`src/rtl/odo_div.sv`:
```
// restoring divider, one quotient bit per cycle
// no package dependencies
`default_nettype none
module odo_div #(
  parameter int DW = 38,
  parameter int VW = 12
) (
  input  wire logic          clk,
  input  wire logic          rst_n,
  input  wire logic          start,
  input  wire logic [DW-1:0] dividend,
  input  wire logic [VW-1:0] divisor,
  output logic      [DW-1:0] quot,
  output logic               done
);
  localparam int CW = $clog2(DW + 1);

  logic [VW-1:0] rem_r;
  logic [VW-1:0] dvs_r;
  logic [DW-1:0] q_r;
  logic [CW-1:0] cnt_r;
  logic          busy_r;
  logic          done_r;
  logic [VW:0]   rem_w;
  logic          ge;

  assign rem_w = {rem_r, q_r[DW-1]};
  assign ge = rem_w >= {1'b0, dvs_r};

  always_ff @(posedge clk) begin
    if (!rst_n) begin
      busy_r <= 1'b0;
      done_r <= 1'b0;
      cnt_r <= '0;
      rem_r <= '0;
      q_r <= '0;
      dvs_r <= '0;
    end else begin
      done_r <= 1'b0;
      if (start) begin
        busy_r <= 1'b1;
        cnt_r <= CW'(DW);
        rem_r <= '0;
        q_r <= dividend;
        dvs_r <= divisor;
      end else if (busy_r) begin
        rem_r <= ge ? VW'(rem_w - {1'b0, dvs_r}) : VW'(rem_w);
        q_r <= {q_r[DW-2:0], ge};
        cnt_r <= cnt_r - 1'b1;
        if (cnt_r == CW'(1)) begin
          busy_r <= 1'b0;
          done_r <= 1'b1;
        end
      end
    end
  end

  assign quot = q_r;
  assign done = done_r;
endmodule
`default_nettype wire

```
`config.mk`:
```
export PLATFORM = sky130hd
export DESIGN_NAME = odo_div
export DESIGN_NICKNAME = d
export VERILOG_FILES = /design/src/rtl/odo_div.sv
export SDC_FILE = /design/constraint.sdc
export NUM_CORES = 1
export LEC_CHECK = 0
export BUFFER_PORTS_ARGS = -buffer_cell sky130_fd_sc_hd__buf_4
export CAP_MARGIN = 15
export CORE_MARGIN = 2
export CORE_UTILIZATION = 58
export DETAILED_ROUTE_END_ITERATION = 7
export PLACE_DENSITY = 0.86
export SYNTH_ARGS = -nofsm -noshare
export SYNTH_HDL_FRONTEND = slang
export SYNTH_SLANG_ARGS = --single-unit
```
`constraint.sdc`:
```
create_clock -name clk -period 3.37 [get_ports clk]
set_clock_uncertainty 0.15 [all_clocks]
set_input_delay 0.1685 -clock clk [delete_from_list [all_inputs] [get_ports clk]]
set_output_delay 0.1685 -clock clk [all_outputs]
set_load 0.01 [all_outputs]
```
# Yosys cells after proc, flatten, opt, wreduce, memory -nomap -nowiden
# Index checks and enable logic that the tools add are counted.
[totals] register_bits=70 inputBits=53 out_inout_bits=39 word_cells=25
[classes] n_addsub=2 n_lt_le_gt_ge=1 eq_ne=1 muxes=9 bitwise=2 reduce_logical=3
[ops] cell="$mux 38" n=2
[ops] cell="$ge 13x12->1" n=1
[ops] cell="$mux 12" n=1
[ops] cell="$mux 6" n=2
[ops] cell="$sub 12x12->12" n=1
[ops] cell="$eq 6x1->1 const B" n=1
[ops] cell="$sub 6x1->6 const B" n=1
[ops] cell="$mux 1" n=4
[ops] cell="$reduce_or 3->1" n=1
[ops] cell="$not 1->1" n=2
[ops] cell="$reduce_bool 2->1" n=1
[ops] cell="$reduce_or 2->1" n=1

# Depth between registers and ports, before layout
# Gate-level depths: netlist of run 1.
[depth] word_depth=4 ltp_mapped=9 mapped_depth_nobuf=9

# Least setup slack after synthesis of run 1
# Ideal clock, no wire load.
[synth_path] kind="register to register" start="register dvs_r[6]" end="register rem_r[2]" setup_ns=0.132 arrival_ns=1.970 required_ns=3.088 setup_slack_ns=1.118 path_stages_with_launch=10 n_path_buf=1 synth_period_minus_slack_ns=2.252 cell_sequence="dfxtp_1 inv_1 ha_1 a21o_1 a221o_1 nor2b_4 nor3_4 buf_6 mux2i_1 a21oi_1"
[synth_via] elab_chain_len=2
[synth_lines] item="start: declaration" line="19" rtl="logic [VW-1:0] dvs_r;"
[synth_lines] item="start signal: assignment" line="45" rtl="dvs_r <= divisor;"
[synth_lines] item="$ge 13x12->1" line="28" rtl="assign ge = rem_w >= {1'b0, dvs_r};"
[synth_lines] item="$mux 12" line="47" rtl="rem_r <= ge ? VW'(rem_w - {1'b0, dvs_r}) : VW'(rem_w);"
[synth_lines] item="end signal: assignment" line="47"
[synth_lines] item="end: declaration" line="18" rtl="logic [VW-1:0] rem_r;"
# Every way passes these cells.
# A chain may end at the register's enable or synchronous reset.

# Final worst setup path of run 1
[layout_path] start="register dvs_r[6]" end="register rem_r[0]"
# Same word-level chain as after synthesis.

==> metrics.yaml, run 1 <==
outcome:
  status: "finished clean"
logic_synthesis:
  synth_cells: 428
  synth.top_cell.area_share: 0.374
  yosysWarnings: 0
  synth_cell_types: 52
  syn_avg_cell_area_sq_um: 8.75
  synth.net_count: 496
  synth-seq-area-share: 0.374
  synthesis.area_sq_um: 3740
  yosysTopAreaCell: "dfxtp_1"
  synth_area_leaders: "dfxtp_1 37%, mux2i_1 14%, o21ai_0 6.6%"
  ys_ff_latch: 70
  synth_top_flop_cell: "dfxtp_1"
  synthArstFlopShare: 0
  synth_edf_count: 0
setup_path:
  reg2reg_setup_slack_ps: 550
  startpoint_type: "register"
  r2r-end: "rem_r[0]$_SDFFE_PP0P_"
  cp_num_buf_inv: 1
  max_stage_delay_ps: 570
  crit_arrival_ps: 2930
  timing.rr.start: "dvs_r[6]$_SDFFE_PN0P_"
  critPathMaxFanout: 15
  crit_chain: "inv_1 > ha_1 > a21o_1 > a221o_1 > nor2b_4 > nor3_4 > mux2_2 > o21ai_0"
  cp_slowest_cell: "nor3_4"
  rr_worst_depth: 8
  cp_top_family: "compound AO/OA/AOI/OAI gates"
  worstSetupPathType: "reg -> reg"
  worstPathRequired_ps: 3480
  crit_path_end_kind: "register"
clocking:
  cts.path.max_buffers: 2
  clock_sinks: 70
  clockRootBuffer: "clkbuf_8"
  clkLatencyLatePin_ps: 350
  cts_made_buffers: 9
  cts.reportedPaths.clkPinSlew_ps: 70
  post_cts_resize_count: 0
  ctsHtreeMaxLevel: 3
  cts_tree: "yes"
global_routing:
  antenna_found_initial: 0
  grt_usage: 0.287
  first_global_vias: 3583
  grt_pass1_wl_um: 16500
  grt.overflow.total: 0
  grt_max_degree: 84
floorplanning:
  coreArea_sq_um: 6310
  dieArea_sq_um: 7110
  ios: 92
  rows: 29
  die_w_um: 84.3
  die_y_um: 84.3
  initial_core_util: 0.593
timing:
  setup_violations: 0
  finalCriticalPeriod_ps: 2820
  maxSlewHeadroom: 0.463
  setup_tns_ps: 0
  fin_hold_ws_ps: 1.33
  timing.final.max_slew_violations: 0
  worstMarginPinSlew_ps: 806
  hold_violations: 0
  max_freq_mhz: 355
  finalCritPeriodShare: 0.836
  rsz0062_at_grt: "no"
placed_design:
  globalplace.congestion: 0.900
  placed_area_sq_um: 4440
  port_buffers: 91
  hpwl_um: 5850
cells_and_area:
  fill_cells: 422
  n_antenna_cell: 0
  fin_area_sq_um: 5040
  area_growth_pct: 34.7
  nets: 616
  drive_gt1_frac: 0.221
power:
  cellLeakagePower_nw: 2.25
  ir_drop_mv: 0.444
  power.total_w: 0.00211
  powerDensity_nw_per_um2: 418
detailed_routing:
  vias: 3487
  dr.first_iter.drc_count: 169
  wire_per_inst_um: 15.8
  drc: 0
  via_per_inst: 5.55
  ant_nets: 0
  drt-pass1-iter-count: 5
  wirelength_um: 9950
hold_path:
  hold_path_depth: 4
  whs_endpoint: "quot[24]$_SDFFE_PN0P_"
  min_from: "dividend[24]"
  hp-class: "in -> reg"
flow_run:
  cap_violations: 0
==> per-stage QoR <==
step	setup slack, ps	instances	utilization
after floorplan	1120	428	-
after global placement	672	572	0.703
after detailed placement	584	572	0.703
after CTS	547	628	0.799
after global routing	379	628	0.799
final	553	628	0.799
==> cell usage after synthesis (2+ instances only) <==
cell type and count:
dfxtp_1 70, mux2i_1 53, o21ai_0 49, nand2_1 46, and2_1 38, clkbuf_1 19
nor2b_1 18, inv_1 15, a21oi_1 14, ha_1 14, nor2_1 11, xnor2_1 8
buf_1 6, o21a_1 6, a21o_1 5, nand3b_1 5, a41oi_1 3, nand3_1 3
nor3b_1 3, xor2_1 3, a31oi_1 2, mux2_2 2, nand2b_1 2, nand4_1 2
nor3_1 2, o22ai_1 2, or3_2 2
==> how the worst max path moves through the flow <==
stage	cells after the start	from	slack [ps]	endpoint
floorplan	9	dvs_r[6]$_SDFFE_PN0P_	1120	rem_r[2]$_SDFFE_PP0P_
global placement	8	dvs_r[6]$_SDFFE_PN0P_	670	rem_r[0]$_SDFFE_PP0P_
detailed placement	8	dvs_r[6]$_SDFFE_PN0P_	580	rem_r[0]$_SDFFE_PP0P_
CTS	8	dvs_r[6]$_SDFFE_PN0P_	550	rem_r[0]$_SDFFE_PP0P_
global route	8	dvs_r[6]$_SDFFE_PN0P_	380	rem_r[0]$_SDFFE_PP0P_
finish	8	dvs_r[6]$_SDFFE_PN0P_	550	rem_r[0]$_SDFFE_PP0P_
==> cells in the final DEF (no fill, tap or decap), drive strengths merged, types with 5 or more instances in the layout <==
cell          n
a21o          5
a21oi        14
and2         38
buf          94
clkbuf       10
dfxtp        70
dlygate4sd3  42
ha           14
inv          15
mux2i        53
nand2        47
nand3b        5
nor2         11
nor2b        19
o21a          6
o21ai        50
xnor2         8
==> per-layer routing <==
| metal | wire length (um) | GRT usage | vias up |
|---|---|---|---|
| met5 | 0 | 0 | - |
| met4 | 261 | 0.117 | 0 |
| met3 | 517 | 0.0688 | 23 |
| met2 | 5060 | 0.509 | 116 |
| met1 | 4110 | 0.330 | 1636 |
| li1 | - | - | 1712 |
==> registers in the layout, summed over array words and instances (netlist names) <==
name and count:
busy_r 1, cnt_r 6, done 1, dvs_r 12
quot 38, rem_r 12
==> worst min-delay path: stages <==
cell	delay, ps
buf_4	80
nand2_1	40
o21ai_0	50
and2_1	120
==> cell type report <==
class | instances | area, sq um | area share
multi-input combinational | 316 | 2180 | 0.431
sequential | 70 | 1400 | 0.278
timing repair buffer | 136 | 1130 | 0.223
clock buffer | 10 | 138 | 0.0273
tap | 77 | 96.3 | 0.0191
inverter | 15 | 56.3 | 0.0112
clock inverter | 4 | 48.8 | 0.00968
==> logic make-up (layout without fill, tap and decap cells) <==
family / after synthesis / count (layout) / share of synthesized area
XOR/XNOR: 11 / 11 / 0.0257
adder cells (fa/ha/maj): 15 / 15 / 0.0521
multiplexers: 55 / 55 / 0.148
AND/OR/NAND/NOR: 143 / 143 / 0.211
AO/OA/AOI/OAI: 92 / 92 / 0.145
buffers and inverters: 42 / 165 / 0.0444
flip-flops: 70 / 70 / 0.374
==> timing repair <==
| action | 4_1_cts | 5_1_grt |
|---|---|---|
| endpoints found under the hold margin | 42 | 0 |
| hold buffers | 42 | 0 |
| setup buffers | 0 | 0 |
==> power by group <==
part	switching (W)	internal, W	leakage, nW
clock	0.000310	0.000353	0.0980
sequential	0.0000462	0.000875	0.576
combinational	0.000249	0.000273	1.57
total	0.000606	0.00150	2.25
Power figures use the tool's default switching activity.
==> inputs of run 2 (changes only) <==
- CORE_UTILIZATION: 58 -> 54
- PLACE_DENSITY: 0.86 -> 0.81
- clock period: 3.37 -> 2.6 ns (I/O delays scaled with it)
==> metrics.yaml, run 2 (same netlist as run 1, synthesis figures left out) <==
placed_design:
  pre_cts_ws_ps: 155  # -428 ps
  hpwl_um: 5870  # +0.41%
  placed_area_sq_um: 4480  # +1.0%
  globalplace.congestion: 0.952  # +5.8%
  port_buffers: 91  # unchanged
detailed_routing:
  wire_per_inst_um: 14.9  # -5.8%
  via_per_inst: 5.33  # -3.9%
  wirelength_um: 9630  # -3.2%
  ant_nets: 0  # unchanged
  vias: 3440  # -1.3%
  dr.first_iter.drc_count: 135  # -20%
  drc: 0  # unchanged
  drt-pass1-iter-count: 4  # -1
hold_path:
  min_from: "start"
  hp-class: "in -> reg"
  hold_path_depth: 3  # -1
  whs_endpoint: "quot[0]$_SDFFE_PN0P_"
floorplanning:
  die_y_um: 87.3  # +3.5%
  die_w_um: 87.3  # +3.5%
  rows: 30  # +3.4%
  ios: 92  # unchanged
  coreArea_sq_um: 6760  # +7.0%
  initial_core_util: 0.554  # -0.0389
  dieArea_sq_um: 7610  # +7.0%
timing:
  max_freq_mhz: 405  # +14%
  worstMarginPinSlew_ps: 520  # -286 ps
  finalCritPeriodShare: 0.949  # +0.113
  finalCriticalPeriod_ps: 2470  # -350 ps
  fin_hold_ws_ps: 128  # +127 ps
  timing.final.max_slew_violations: 0  # unchanged
  setup_ws_ps: 133  # -420 ps
  setup_violations: 0  # unchanged
  rsz0062_at_grt: "no"
  maxSlewHeadroom: 0.654  # +0.191
  hold_violations: 0  # unchanged
  setup_tns_ps: 0  # unchanged
power:
  ir_drop_mv: 0.309  # -30%
  powerDensity_nw_per_um2: 541  # +29%
  cellLeakagePower_nw: 2.31  # +2.6%
global_routing:
  grt.overflow.total: 0  # unchanged
  first_global_vias: 3400  # -5.1%
  antenna_found_initial: 0  # unchanged
  grt_pass1_wl_um: 15800  # -4.5%
  grt_max_degree: 69  # -18%
  grt_usage: 0.261  # -0.0255
clocking:
  cts.path.max_buffers: 2  # unchanged
  clkLatencyLatePin_ps: 350  # about the same
  cts.reportedPaths.clkPinSlew_ps: 70  # about the same
  cts_tree: "yes"
  post_cts_resize_count: 0  # unchanged
  post_cts_buffers: 0  # unchanged
  clockRootBuffer: "clkbuf_8"
  ctsHoldBuffers: 50  # +19%
  clock_sinks: 70  # unchanged
  cts_made_buffers: 9  # unchanged
  ctsHtreeMaxLevel: 3  # unchanged
flow_run:
  cap_violations: 0  # unchanged
cells_and_area:
  nets: 628  # +1.9%
  drive_gt1_frac: 0.223  # +0.00159
  n_antenna_cell: 0  # unchanged
  final_cell_mix: "97 x buf_4, 69 x dfxtp_1, 53 x mux2i_1"
  largest_reg_flops: 38  # unchanged
  area_growth_pct: 38.5
  final_common_cell: "buf_4"
  fin_area_sq_um: 5180  # +2.8%
setup_path:
  crit_arrival_ps: 2530  # -400 ps
  worstSetupPathType: "reg -> reg"
  r2r-end: "rem_r[3]$_SDFFE_PP0P_"
  crit_path_end_kind: "register"
  critPathMaxFanout: 6  # -9
  worstPathRequired_ps: 2660  # -820 ps
  rr_worst_depth: 9  # +1
  startpoint_type: "register"
  timing.rr.start: "dvs_r[6]$_SDFFE_PN0P_"
  reg2reg_setup_slack_ps: 130  # -420 ps
outcome:
  status: "finished clean"
## run 2: area by class of cell
type | instances | area [sq um]
clock buffers | 13 | 159
clock inverters | 3 | 42.5
fillers | 455 | 1570
inverters | 15 | 56.3
multi-input cells | 316 | 2180
flip-flops and latches | 70 | 1400
well taps | 80 | 100
repair buffers | 148 | 1250
## run 2: report_power, final
| group | leakage, nW | total (W) | internal, W | switching, W |
|---|---|---|---|---|
| Combinational | 1.63 | 0.000717 | 0.000384 | 0.000333 |
| Clock | 0.0996 | 0.000901 | 0.000495 | 0.000406 |
| Sequential | 0.576 | 0.00119 | 0.00113 | 0.0000512 |
| Total | 2.31 | 0.00280 | 0.00201 | 0.000790 |
## run 2: routing by layer
metal	wire [um]	part of all wire	vias up	global-route usage
met3	507	0.053	11	0.0882
met1	4180	0.43	1614	0.321
met5	0	0	-	0
met2	4840	0.50	81	0.437
li1	-	-	1734	-
met4	106	0.011	0	0.0699
## run 2: metrics by stage
stage / instances / power [W] / util
global placement: 579 / 0.00183 / 0.664
global route: 645 / 0.00293 / 0.767
finish: 645 / 0.00280 / 0.767
floorplan: 428 / 0.00163 / -
detailed placement: 579 / 0.00185 / 0.664
CTS: 645 / 0.00280 / 0.767
## run 2: critical path: stages, from the launching register on
cell and delay [ps]:
dfxtp_1 320, inv_1 50, ha_1 350, a21o_1 200
a221o_1 370, nor2b_4 150, nor3_4 260, buf_4 200
mux2i_1 200, a21oi_1 90
## run 2: worst max-delay path by stage
stage	startpoint	endpoint	slack (ps)	cells past startpoint
6_report	dvs_r[6]$_SDFFE_PN0P_	rem_r[3]$_SDFFE_PP0P_	130	9
5_1_grt	dvs_r[6]$_SDFFE_PN0P_	rem_r[4]$_SDFFE_PP0P_	1	9
4_1_cts	dvs_r[6]$_SDFFE_PN0P_	rem_r[2]$_SDFFE_PP0P_	150	9
3_5_place_dp	dvs_r[6]$_SDFFE_PN0P_	rem_r[2]$_SDFFE_PP0P_	160	9
3_3_place_gp	dvs_r[6]$_SDFFE_PN0P_	rem_r[5]$_SDFFE_PP0P_	250	9
2_1_floorplan	dvs_r[6]$_SDFFE_PN0P_	rem_r[2]$_SDFFE_PP0P_	350	9
==> inputs of run 3 (changes only) <==
- CORE_UTILIZATION: 54 -> 58
- CTS_BUF_LIST: not set -> sky130_fd_sc_hd__clkbuf_16
- PLACE_DENSITY: 0.81 -> 0.86
- clock period: 2.6 -> 2.9 ns (I/O delays scaled with it)
==> metrics.yaml, run 3 (same netlist as run 1, synthesis figures left out) <==
placed_design:
  globalplace.congestion: 0.866  # -9.0%
  dp.cells: 574  # -0.86%
  hpwl_um: 6010  # +2.4%
  port_buffers: 91  # unchanged
flow_run:
  cap_violations: 0  # unchanged
timing:
  worstMarginPinSlew_ps: 824  # +304 ps
  setup_violations: 0  # unchanged
  finalCritPeriodShare: 0.886  # -0.0631
  setup_tns_ps: 0  # unchanged
  timing.final.max_slew_violations: 0  # unchanged
  hold_violations: 0  # unchanged
  finalCriticalPeriod_ps: 2570  # +102 ps
  maxSlewHeadroom: 0.450  # -0.204
  rsz0062_at_grt: "no"
  max_freq_mhz: 389  # -4.0%
hold_path:
  hold_path_depth: 4  # +1
  hp-class: "in -> reg"
detailed_routing:
  wirelength_um: 10300  # +7.0%
  vias: 3595  # +4.5%
  drc: 0  # unchanged
  wire_per_inst_um: 16.2  # +8.7%
  ant_nets: 0  # unchanged
  via_per_inst: 5.66  # +6.2%
  drt-pass1-iter-count: 4  # unchanged
  dr.first_iter.drc_count: 131  # -3.0%
setup_path:
  worstPathRequired_ps: 2960  # +300 ps
  r2r-end: "rem_r[11]$_SDFFE_PP0P_"
  crit_chain: "inv_1 > ha_1 > a21o_1 > a221o_1 > nor2b_4 > nor3_4 > buf_4 > or2_1 > o21ai_0"
  crit_path_end_kind: "register"
  cp_slowest_cell: "a221o_1"
  reg2reg_setup_slack_ps: 330  # +200 ps
  max_stage_delay_ps: 370  # about the same
  rr_worst_depth: 9  # unchanged
  crit_path_end: "rem_r[11]$_SDFFE_PP0P_"
  cp-startpoint: "dvs_r[6]$_SDFFE_PN0P_"
  startpoint_type: "register"
  worstSetupPathType: "reg -> reg"
  timing.rr.start: "dvs_r[6]$_SDFFE_PN0P_"
  crit_arrival_ps: 2620  # +90 ps
  critPathMaxFanout: 9  # +3
cells_and_area:
  n_antenna_cell: 0  # unchanged
  final_common_cell: "buf_4"
  fin_util: 0.826  # +0.0590
  area_growth_pct: 39.4
  final_cells: 635  # -1.6%
  largest_reg_flops: 38  # unchanged
  fill_cells: 367  # -19%
  final_cell_mix: "96 x buf_4, 69 x dfxtp_1, 53 x mux2i_1"
  nets: 622  # -0.96%
  drive_gt1_frac: 0.219  # -0.00437
power:
  cellLeakagePower_nw: 2.33  # +1.1%
  p_seq_frac: 0.376  # -0.047
  combPwrFrac: 0.222  # -0.034
  p_clk_frac: 0.401  # +0.080
  powerDensity_nw_per_um2: 544  # +0.56%
  switchingPower_w: 0.000751  # -4.9%
  switching_share: 0.265  # -0.0170
  intPower_w: 0.00209  # +3.6%
  ir_drop_mv: 0.425  # +38%
clocking:
  cts.path.max_buffers: 2  # unchanged
  clock_sinks: 70  # unchanged
  ctsHtreeMaxLevel: 3  # unchanged
  cts_made_buffers: 9  # unchanged
  clkLatencyLatePin_ps: 330  # -20 ps
  cts_tree: "yes"
  cts.reportedPaths.clkPinSlew_ps: 60  # about the same
  clockRootBuffer: "clkbuf_16"
global_routing:
  grt_usage: 0.301  # +0.0403
  grt.overflow.total: 0  # unchanged
  grt_max_degree: 84  # +22%
  first_global_vias: 3763  # +11%
  grt_pass1_wl_um: 17400  # +10%
  antenna_found_initial: 0  # unchanged
outcome:
  status: "finished clean"
floorplanning:
  coreArea_sq_um: 6310  # -6.6%
  rows: 29  # -3.3%
  initial_core_util: 0.593  # +0.0389
  ios: 92  # unchanged
  die_w_um: 84.3  # -3.3%
  dieArea_sq_um: 7110  # -6.6%
  die_y_um: 84.3  # -3.3%
[run 3: what timing repair did]
action	in CTS	in global routing
hold buffers	46	0
gates resized for setup	0	0
endpoints found under the hold margin	46	0
buffers inserted	0	0
[run 3: power by group through the flow]
stage               combinational [W]  sequential [W]  clock, W
CTS                          0.000614         0.00106   0.00115
detailed placement           0.000560         0.00108         0
global route                 0.000688         0.00107   0.00119
finish                       0.000631         0.00107   0.00114
floorplan                    0.000379         0.00109         0
global placement             0.000545         0.00108         0
[run 3: worst min path at each step]
stage / startpoint / to / slack [ps]
2_1_floorplan: dividend[0] / quot[0]$_SDFFE_PN0P_ / 140
3_3_place_gp: divisor[11] / dvs_r[11]$_SDFFE_PN0P_ / 250
3_5_place_dp: divisor[9] / dvs_r[9]$_SDFFE_PN0P_ / 260
4_1_cts: dividend[19] / quot[19]$_SDFFE_PN0P_ / 0.4
5_1_grt: dividend[3] / quot[3]$_SDFFE_PN0P_ / 30
6_report: dividend[19] / quot[19]$_SDFFE_PN0P_ / 2
[run 3: final cells by class]
cell class	count	area (sq um)	area share
Clock inverter	6	80.1	0.0153
Timing Repair Buffer	142	1180	0.226
Tap cell	77	96.3	0.0185
Clock buffer	9	225	0.0432
Multi-Input combinational cell	316	2180	0.417
Inverter	15	56.3	0.0108
Sequential cell	70	1400	0.269
[run 3: metal layers]
metal	GRT usage	up-vias	routed length, um
met5	0	-	0
met3	0.0826	37	632
li1	-	1724	-
met2	0.512	142	5040
met1	0.351	1692	4280
met4	0.147	0	357
[run 3: metrics by stage]
step | instance area, sq um | power (W) | setup WS, ps | hold slack, ps
6_report | 5220 | 0.00284 | 331 | 1.50
5_1_grt | 5220 | 0.00295 | 167 | 26.9
4_1_cts | 5220 | 0.00283 | 331 | 0.407
3_5_place_dp | 4450 | 0.00164 | 348 | 261
3_3_place_gp | 4450 | 0.00163 | 435 | 252
2_1_floorplan | 3740 | 0.00147 | 648 | 138
[run 3: critical path, delay by kind of cell, from the launching register on]
kind,cells,cell delay [ps]
compound gates,3,670
simple gates,3,660
fa+ha+maj,1,350
flops,1,330
buf+inv,2,290
